--- config.mk ---
export PLATFORM = sky130hd
export DESIGN_NAME = atp_hold
export DESIGN_NICKNAME = d
export VERILOG_FILES = /design/src/hw/rtl/atp_pkg.sv /design/src/hw/rtl/atp_hold.sv
export SDC_FILE = /design/constraint.sdc
export NUM_CORES = 1
export LEC_CHECK = 0
export ABC_CLOCK_PERIOD_IN_PS = 5700
export BUFFER_PORTS_ARGS = -buffer_cell sky130_fd_sc_hd__buf_2
export CAP_MARGIN = 15
export CORE_UTILIZATION = 48
export DETAILED_ROUTE_END_ITERATION = 10
export GPL_TIMING_DRIVEN = 0
export PLACE_DENSITY_LB_ADDON = 0.3
export RECOVER_POWER = 50
export SLEW_MARGIN = 20
export SYNTH_ARGS = -nofsm -noshare
export SYNTH_HDL_FRONTEND = slang
export SYNTH_SLANG_ARGS = --single-unit
export TNS_END_PERCENT = 100
--- constraint.sdc ---
create_clock -name i_clk -period 5.7 [get_ports i_clk]
set_input_delay 0.855 -clock i_clk [delete_from_list [all_inputs] [get_ports i_clk]]
set_output_delay 0.855 -clock i_clk [all_outputs]
set_load 0.02 [all_outputs]
--- src/hw/rtl/atp_pkg.sv ---
package atp_pkg;

    localparam int ANGLE_BITS_DEF = 16;
    localparam int GAIN_BITS_DEF  = 16;
    localparam int GAIN_FRAC      = 8;
    localparam int INTEG_BITS     = 32;
    localparam int TORQUE_BITS    = 32;
    localparam int FF_BITS        = 16;
    localparam int GAINS_REG_BITS = 48;
    localparam int THRESH_BITS    = 15;
    localparam int CFG_IDX_BITS   = 2;

    localparam logic [THRESH_BITS-1:0] THRESH_RESET = 15'd10;

    typedef enum logic [CFG_IDX_BITS-1:0] {
        CFG_ROLL_GAINS  = 2'd0,
        CFG_PITCH_GAINS = 2'd1,
        CFG_YAW_GAINS   = 2'd2,
        CFG_YAW_THRESH  = 2'd3
    } t_cfg_idx;

    // stage load strobes, stage 4 is the output register
    typedef struct packed {
        logic s1;
        logic s2;
        logic s3;
        logic s4;
    } t_load;

    // yaw hold decisions for the item being accepted
    typedef struct packed {
        logic clr_integ;
        logic published;
        logic first;
    } t_hold;

endpackage

--- src/hw/rtl/atp_hold.sv ---
module atp_hold #(
    parameter int ANGLE_BITS = atp_pkg::ANGLE_BITS_DEF
) (
    input  logic                                  i_clk,
    input  logic                                  i_rst_n,
    input  logic                                  i_accept,
    input  logic signed [ANGLE_BITS-1:0]          i_yaw,
    input  logic signed [atp_pkg::FF_BITS-1:0]    i_cmd,
    input  logic        [atp_pkg::THRESH_BITS-1:0] i_thresh,
    output logic signed [ANGLE_BITS-1:0]          o_setpoint,
    output atp_pkg::t_hold                        o_hold
);

    logic signed [ANGLE_BITS-1:0] r_target;
    logic                         r_tvalid;
    logic                         r_rel_pend;
    logic                         r_first;

    logic signed [atp_pkg::FF_BITS:0] w_cmd_ext;
    logic        [atp_pkg::FF_BITS:0] w_mag;
    logic                             w_active;
    logic                             w_capture;

    assign w_cmd_ext = (atp_pkg::FF_BITS+1)'(i_cmd);
    assign w_mag     = $unsigned(w_cmd_ext[atp_pkg::FF_BITS] ? -w_cmd_ext : w_cmd_ext);
    assign w_active  = w_mag > (atp_pkg::FF_BITS+1)'(i_thresh);
    assign w_capture = !r_tvalid || w_active || r_rel_pend;

    assign o_setpoint       = w_capture ? i_yaw : r_target;
    assign o_hold.clr_integ = w_active || r_rel_pend;
    assign o_hold.published = !w_active && r_rel_pend;
    assign o_hold.first     = r_first;

    always_ff @(posedge i_clk) begin
        if (!i_rst_n) begin
            r_target   <= '0;
            r_tvalid   <= 1'b0;
            r_rel_pend <= 1'b0;
            r_first    <= 1'b1;
        end else if (i_accept) begin
            r_target   <= o_setpoint;
            r_tvalid   <= 1'b1;
            r_rel_pend <= w_active;
            r_first    <= 1'b0;
        end
    end

endmodule

==> results of run 1 <==
==> final cells by class <==
type / count / area share, %
multi-input cells: 142 / 54.4
flip-flops and latches: 19 / 18.5
repair buffers: 68 / 16.3
inverters: 20 / 3.65
plain buffers: 10 / 3.10
well taps: 44 / 2.68
clock buffers: 3 / 1.09
clock inverters: 1 / 0.243
==> cells in the mapped netlist <==
cell,number
nand4_1,5
clkbuf_1,5
nand2_1,9
o21ai_0,9
inv_1,20
a211o_1,1
or3_4,1
a21oi_2,1
or4_4,1
mux2_2,13
a21oi_1,7
o2bb2ai_2,1
and3_1,1
nand3_1,19
o31ai_1,4
nand2b_1,2
buf_4,1
nor2b_1,2
nor4_1,1
and2_1,1
or2_2,2
o41ai_4,1
o21ai_1,1
o2bb2ai_1,16
nor2_1,5
nor3_1,3
nand3b_1,1
mux2_4,3
ha_1,16
xnor2_1,13
a221o_1,1
dfxtp_1,19
nand4b_1,1
o41ai_1,1
buf_6,4
==> sequential cells by signal, summed over array words and instances, names as in the netlist <==
name,cells
r_tvalid,1
r_first,1
r_target,16
r_rel_pend,1
==> placed cells by master, fill, tap and decap left out, types with 4 or more instances in the layout <==
| cell | netlist | final |
|---|---|---|
| nand4_1 | 5 | 5 |
| o21ai_0 | 9 | 9 |
| inv_1 | 20 | 20 |
| mux2_2 | 13 | 13 |
| ha_1 | 16 | 16 |
| nor2_1 | 5 | 5 |
| nand3_1 | 19 | 19 |
| a21oi_1 | 7 | 7 |
| xnor2_1 | 13 | 13 |
| buf_2 | 0 | 64 |
| o2bb2ai_1 | 16 | 16 |
| dfxtp_1 | 19 | 19 |
| nand2_1 | 9 | 9 |
| o31ai_1 | 4 | 4 |
| clkbuf_1 | 5 | 10 |
==> cell families (layout without fill, tap and decap cells) <==
| logic type | Yosys count | in the layout | synth area share, % |
|---|---|---|---|
| flops | 19 | 19 | 23.0 |
| mux | 16 | 16 | 11.6 |
| buf+inv | 30 | 102 | 8.84 |
| simple gates | 54 | 54 | 17.5 |
| xor+xnor | 13 | 13 | 6.88 |
| compound gates | 43 | 43 | 20.2 |
| fa+ha+maj | 16 | 16 | 12.1 |
==> report_power, final <==
part	total, µW	leakage [µW]	internal [µW]	switching, µW
clock	69.4	0.0000177	26.2	43.2
sequential	149	0.000157	143	5.27
combinational	163	0.000788	74.9	88.0
total	381	0.000963	244	136
==> through the flow <==
| step | worst slack [ns] | utilization (%) | cells |
|---|---|---|---|
| 5_1_grt | 0.181 | 65.2 | 307 |
| 4_1_cts | 0.427 | 65.9 | 307 |
| 3_3_place_gp | 0.480 | 65.0 | 303 |
| 2_1_floorplan | 0.936 | - | 191 |
| 3_5_place_dp | 0.439 | 65.0 | 303 |
| 6_report | 0.388 | 65.2 | 307 |
==> worst register-to-register path, cell delays in order, from the launching register on <==
cell and delay (ns):
dfxtp_1 0.34, nor2b_1 0.21, o41ai_4 0.12, a21oi_2 0.30, buf_6 0.20, clkbuf_1 0.37
o2bb2ai_1 0.11
==> final timing paths <==
kind | endpoint | from | slack [ns]
setup / recovery | o_setpoint[6] | i_cmd[10] | 0.39
hold / removal | r_target[9] | r_target[9] | 0.47
setup reg to reg | r_target[4] | r_tvalid | 3.93
hold reg to reg | r_target[9] | r_target[9] | 0.47
==> per-layer routing <==
layer  GRT usage [%]  vias up  wire, µm
met5               0        -         0
met4            4.22        0        25
met3            5.33        4       207
met2            36.3       44      1630
met1            25.0      722      1710
li1                -      840         -
==> impl_metrics.yaml, run 1 <==
power_and_ir_drop:
  p_leak_uw: 0.000963
  p_total_uw: 381
  powerDensity_mw_per_mm2: 185
  vdd_ir_drop_max_uv: 184
timing:
  skew_ns: 0.00657
  tightestPinTransition_ns: 0.458
  slew_headroom_pct: 69.5
  layout_min_cycle_time_ns: 5.31
  grt_setup_unrepaired: "false"
  setup_viol: 0
  tns_ns: 0
  hold-worst-slack_ns: 0.474
  maxSlewViolCount: 0
  finalCritPeriodShare_pct: 93.2
  hold_viol: 0
  fmax_mhz: 188
grt:
  grt_max_degree: 12
  grt_antenna_before_repair: 0
  overflow: 0
  grt_pass1_wl_um: 5770
  grt_pass1_vias: 1440
  track_usage_pct: 20.5
cts:
  cts_tree: "yes"
  cts_setup_buffers: 0
  h-tree-depth: 1
  cts_made_buffers: 3
  cts_hold_buffers: 0
  clockBufferDepth: 2
  clock_latency_ns: 0.30
  cts.sinks: 19
  path_clk_slew_ns: 0.10
  clock-root-buffer: "clkbuf_4"
  ctsResizeCount: 0
routing:
  wl_um: 3570
  ant_nets: 0
  vias: 1610
  drt_first_pass_iters: 4
  wire_per_inst_um: 11.6
  routed_via_density: 5.24
  first_iter_violations: 52
  drc: 0
worst_setup_path:
  cp.arrival_ns: 4.46
  slowest_stage: "or4_1"
  cp_max_fo: 10
  crit_type: "primary input to output pin"
  endpoint_kind: "output pin"
  timing.critical_path.buf_inv: 3
  slowest_delay_ns: 0.57
  reg2reg_depth: 6
  critPathLaunchType: "primary input"
  path_depth: 14
  crit_family: "simple AND/OR/NAND/NOR gates"
  crit_required_ns: 4.85
  path_cells: "clkbuf_1 > or4_1 > or3_1 > o21ai_0 > xnor2_1 > ha_1 > nand4_1 > nor2_1 > a211o_1 > a221o_1 > a21oi_2 > buf_6 > mux2_2 > buf_2"
synth:
  synthDominantCellAreaShare_pct: 23.0
  syn-num-nets: 257
  yosysSeqAreaShare_pct: 23.0
  post-synth-top-area-cell: "dfxtp_1"
  synth-seq-cells: 19
  yosysWarnings: 0
  netlist_top_cells_area: "dfxtp_1 (23%), ha_1 (12%), mux2_2 (8.8%)"
  ys_types: 35
  avgSynthCellArea_um2: 8.67
  synth_cells: 191
  syn-cell-area_mm2: 0.00166
min_path:
  worstHoldPathType: "register to register"
  hold_depth: 1
place:
  io_buffers: 68
  place.gp.congestion: 0.828
  hpwl_um: 2900
  placed_area_mm2: 0.00205
final_layout:
  regArea_um2: 380
  multi_input_area_mm2: 0.00112
  diodes: 0
  fill_cells: 314
  nNetsFinal: 330
  drive_gt1_share_pct: 35.4
  finalInstanceArea_mm2: 0.00206
  areaGrowthSynthToFinish_pct: 24.3
flow_run:
  drv_cap: 0
die:
  core_mm2: 0.00315
  die_h_um: 60.7
  placementRows: 20
  die-area_mm2: 0.00369
  io_pins: 69
  die_x_um: 60.7
  initial_core_util_pct: 52.5
status:
  status: "finished clean"
(Power assumes the default switching activity.)
==> run 2, diff against run 1 <==
Settings changed: PLACE_DENSITY set to 0.8, PLACE_DENSITY_LB_ADDON 0.3 to not set.
==> run 2 against run 1 <==
Against the previous run: first-iteration DRC count shrank 21%; sequential power about the same; clock power decreased by 0.9%; critical path depth is the same; worst hold slack worse by 0.0050 ns; power decreased by 0.12%; global-route usage increased by 1.8 points; sequential share of layout area decreased by 0.078 points; highest routed layer unchanged; via count decreased by 0.25%; maximum frequency rose by 1.6%.
==> impl_metrics.yaml, run 2 (synthesis results as in run 1) <==
worst_setup_path:
  slowest_stage: "or4_4"
  cp.arrival_ns: 4.38
  cp_max_fo: 10
  slowest_delay_ns: 0.54
  reg2reg_depth: 6
  critPathLaunchType: "primary input"
  crit_type: "primary input to output pin"
  r2r_slack_ns: 3.91
  crit_top_cell: "buf_2"
  crit_required_ns: 4.85
  crit_family: "compound AO/OA/AOI/OAI gates"
  r2r-end: "r_target[0]"
  timing.critical_path.buf_inv: 3
  endpoint_kind: "output pin"
  path_cells: "buf_2 > or4_4 > or3_4 > o21ai_0 > xnor2_1 > ha_1 > nand4_1 > nor2_1 > a211o_1 > a221o_1 > a21oi_2 > buf_6 > mux2_2 > buf_2"
  r2r_start: "r_tvalid"
die:
  placementRows: 20
  io_pins: 69
  core_mm2: 0.00315
  die_x_um: 60.7
  initial_core_util_pct: 52.5
  die-area_mm2: 0.00369
  die_h_um: 60.7
routing:
  first_iter_violations: 41
  drc: 0
  wire_per_inst_um: 12.0
  ant_nets: 0
  routed_via_density: 5.23
  drt_first_pass_iters: 4
  wl_um: 3690
  vias: 1606
place:
  place.gp.congestion: 0.788
  io_buffers: 68
  hpwl_um: 3010
  placed_area_mm2: 0.00205
cts:
  ctsResizeCount: 0
  clockBufferDepth: 2
  cts_hold_buffers: 0
  cts_tree: "yes"
  h-tree-depth: 1
  clock_latency_ns: 0.30
  path_clk_slew_ns: 0.10
  cts.sinks: 19
  cts_setup_buffers: 0
  clock-root-buffer: "clkbuf_4"
  cts_made_buffers: 3
power_and_ir_drop:
  vdd_ir_drop_max_uv: 154
  powerDensity_mw_per_mm2: 184
  p_leak_uw: 0.000966
timing:
  skew_ns: 0.00215
  fmax_mhz: 191
  layout_min_cycle_time_ns: 5.23
  slew_headroom_pct: 70.2
  setup_viol: 0
  hold_viol: 0
  grt_setup_unrepaired: "false"
  maxSlewViolCount: 0
  finalCritPeriodShare_pct: 91.8
  tns_ns: 0
  tightestPinTransition_ns: 0.447
grt:
  grt_pass1_vias: 1512
  grt_antenna_before_repair: 0
  track_usage_pct: 22.2
  overflow: 0
  grt_max_degree: 11
  grt_pass1_wl_um: 6200
final_layout:
  areaGrowthSynthToFinish_pct: 24.8
  fill_cells: 300
  nNetsFinal: 330
  layout_common_cells: "buf_2 (65), inv_1 (20), nand3_1 (19), dfxtp_1 (19)"
  mostFrequentLayoutCell: "buf_2"
  largest_register_ffs: 16
  drive_gt1_share_pct: 36.1
  regMostFlops: "r_target"
  diodes: 0
  finalInstanceArea_mm2: 0.00207
status:
  status: "finished clean"
min_path:
  min_to: "r_target[2]"
  worstHoldPathType: "register to register"
  min-delay-start: "r_target[2]"
  hold_depth: 1
flow_run:
  drv_cap: 0
==> run 2: layout make-up <==
cell class / instances / area [µm²] / area share, %
buffer: 10 / 63.8 / 3.09
clock buffer: 4 / 26.3 / 1.27
inverter: 20 / 75.1 / 3.63
multi-input combinational: 142 / 1130 / 54.6
sequential: 19 / 380 / 18.4
tap: 44 / 55.1 / 2.67
timing repair buffer: 68 / 337 / 16.3
==> run 2: worst register-to-register path: stages, from the launching register on <==
cell	delay [ns]
dfxtp_1	0.34
nor2b_1	0.21
o41ai_4	0.13
a21oi_2	0.32
buf_6	0.21
clkbuf_1	0.36
o2bb2ai_1	0.11
==> run 2: how the worst max path moves through the flow <==
stage / from / endpoint / cells after the start
CTS: i_cmd[1] / o_setpoint[0] / 14
global route: i_cmd[1] / o_setpoint[0] / 14
floorplan: i_cmd[10] / o_setpoint[0] / 12
detailed placement: i_cmd[1] / o_setpoint[0] / 14
finish: i_cmd[10] / o_setpoint[0] / 14
global placement: i_cmd[10] / o_setpoint[2] / 14
==> run 2: routing by layer <==
metal	track usage (%)	wire, µm	vias to the layer above
li1	-	-	840
met1	27.7	1740	725
met2	38.8	1770	37
met3	3.41	132	4
met4	8.12	46	0
met5	0	0	-
==> run 2: metrics by stage <==
| stage | worst slack (ns) | std cells | utilization, % | hold WS, ns | power (µW) |
|---|---|---|---|---|---|
| detailed placement | 0.454 | 303 | 65.0 | 0.442 | 317 |
| global placement | 0.468 | 303 | 65.0 | 0.440 | 314 |
| CTS | 0.440 | 307 | 65.9 | 0.470 | 385 |
| floorplan | 0.936 | 191 | - | 0.427 | 264 |
| global route | 0.262 | 307 | 65.5 | 0.484 | 406 |
| finish | 0.469 | 307 | 65.5 | 0.469 | 380 |
==> run 2: power breakdown <==
group / internal (µW) / switching [µW]
combinational: 74.9 / 88.1
sequential: 143 / 5.29
clock: 27.3 / 41.5
==> run 3, diff against run 2 <==
--- a/config.mk
+++ b/config.mk
@@ -14,4 +14,5 @@
 export PLACE_DENSITY = 0.8
 export RECOVER_POWER = 50
+export SETUP_SLACK_MARGIN = 0.5
 export SLEW_MARGIN = 20
 export SYNTH_ARGS = -nofsm -noshare
==> constraint.sdc (replaced) <==
create_clock -name i_clk -period 5.7 [get_ports i_clk]
set_input_delay 0.285 -clock i_clk [delete_from_list [all_inputs] [get_ports i_clk]]
set_output_delay 0.285 -clock i_clk [all_outputs]
set_load 0.02 [all_outputs]
==> run 3 against run 2 <==
Against the previous run: worst setup slack gained 0.78 ns; first-iteration DRC count shrank 27%; design area shrank 0.55%; critical endpoint is now o_setpoint[15]; cell count is the same; highest routed layer unchanged; global-route usage is the same; largest power group unchanged.
==> impl_metrics.yaml, run 3 (synthesis results as in run 1) <==
final_layout:
  largest_register_ffs: 16
  nNetsFinal: 330
  finalNonFillerCells: 307
  diodes: 0
  regArea_um2: 380
  fill_cells: 304
  areaGrowthSynthToFinish_pct: 24.1
  regMostFlops: "r_target"
  multi_input_area_mm2: 0.00112
  drive_gt1_share_pct: 35.4
  mostFrequentLayoutCell: "buf_2"
  layout_common_cells: "buf_2 (65), inv_1 (20), nand3_1 (19), dfxtp_1 (19)"
cts:
  clock_latency_ns: 0.30
  cts_setup_buffers: 0
  h-tree-depth: 1
  cts.sinks: 19
  cts_tree: "yes"
  ctsResizeCount: 0
  clockBufferDepth: 2
  cts_made_buffers: 3
  clock-root-buffer: "clkbuf_4"
  cts_hold_buffers: 0
  path_clk_slew_ns: 0.10
worst_setup_path:
  cp_max_fo: 10
  slowest_stage: "or4_4"
  reg2reg_depth: 6
  r2r-end: "r_target[0]"
  cp.arrival_ns: 4.17
  timing.critical_path.buf_inv: 3
  crit_family: "compound AO/OA/AOI/OAI gates"
  endpoint_kind: "output pin"
  crit_type: "primary input to output pin"
  r2r_slack_ns: 3.47
  crit_required_ns: 5.41
  slowest_delay_ns: 0.54
  path_cells: "buf_2 > or4_4 > or3_4 > o21ai_0 > xnor2_1 > ha_1 > nand4_1 > nor2_1 > a211o_1 > a221o_1 > a21oi_1 > clkbuf_1 > mux2_4 > buf_2"
  critPathLaunchType: "primary input"
  crit_top_cell: "buf_2"
  r2r_start: "r_tvalid"
routing:
  ant_nets: 0
  first_iter_violations: 30
  wire_per_inst_um: 12.0
  vias: 1607
  routed_via_density: 5.23
  wl_um: 3690
  drc: 0
  drt_first_pass_iters: 4
timing:
  grt_setup_unrepaired: "false"
  setup_viol: 0
  tightestPinTransition_ns: 0.557
  fmax_mhz: 225
  hold_viol: 0
  slew_headroom_pct: 62.9
  finalCritPeriodShare_pct: 78.1
  layout_min_cycle_time_ns: 4.45
  maxSlewViolCount: 0
  skew_ns: 0.00120
  hold-worst-slack_ns: 0.230
  tns_ns: 0
min_path:
  min_to: "r_tvalid"
  worstHoldPathType: "primary input to register"
  min-delay-start: "i_rst_n"
  hold_depth: 3
power_and_ir_drop:
  p_leak_uw: 0.000961
  p_total_uw: 379
  powerDensity_mw_per_mm2: 184
  vdd_ir_drop_max_uv: 153
grt:
  track_usage_pct: 22.2
  grt_max_degree: 11
  overflow: 0
  grt_antenna_before_repair: 0
  grt_pass1_vias: 1512
  grt_pass1_wl_um: 6200
die:
  io_pins: 69
  placementRows: 20
  die-area_mm2: 0.00369
  die_h_um: 60.7
  core_mm2: 0.00315
  initial_core_util_pct: 52.5
  die_x_um: 60.7
place:
  dp.cells: 303
  hpwl_um: 3010
  io_buffers: 68
  place.gp.congestion: 0.788
flow_run:
  drv_cap: 0
status:
  status: "finished clean"
run 3: worst max-delay path by stage:
stage | startpoint | endpoint | slack [ns] | depth (start not counted)
floorplan | i_cmd[10] | o_setpoint[0] | 2.08 | 12
global placement | i_cmd[10] | o_setpoint[2] | 1.61 | 14
detailed placement | i_cmd[1] | o_setpoint[0] | 1.59 | 14
CTS | i_cmd[1] | o_setpoint[0] | 1.58 | 14
global route | i_cmd[1] | o_setpoint[10] | 0.96 | 14
finish | i_cmd[10] | o_setpoint[15] | 1.25 | 14
run 3: power by group:
part,internal (µW),total (µW),leakage (µW),switching [µW]
clock,27.3,68.7,0.0000150,41.4
sequential,143,149,0.000157,5.30
combinational,73.7,161,0.000789,87.5
run 3: layout make-up:
class,instances,share of cell area (%)
buffer,10,2.74
clock buffer,4,1.28
inverter,20,3.65
multi-input combinational,142,54.8
sequential,19,18.5
tap,44,2.68
timing repair buffer,68,16.4
run 3: per-stage QoR:
stage	utilization [%]	setup WS, ns	area (µm²)
2_1_floorplan	-	2.08	1660
3_3_place_gp	65.0	1.61	2050
3_5_place_dp	65.0	1.59	2050
4_1_cts	65.9	1.58	2080
5_1_grt	65.2	0.963	2050
6_report	65.2	1.25	2050
run 3: worst reg2reg max path: stages, from the launching register on:
cell and delay, ns:
dfxtp_1 0.34, nor2b_1 0.21, o41ai_4 0.12, a21oi_1 0.46
clkbuf_1 0.48, clkbuf_1 0.41, o2bb2ai_1 0.11
run 3: layer usage:
| metal | track usage, % | wire length, µm | vias up |
|---|---|---|---|
| met2 | 38.8 | 1770 | 35 |
| met1 | 27.7 | 1740 | 726 |
| met3 | 3.41 | 129 | 4 |
| met5 | 0 | 0 | - |
| li1 | - | - | 842 |
| met4 | 8.12 | 46 | 0 |
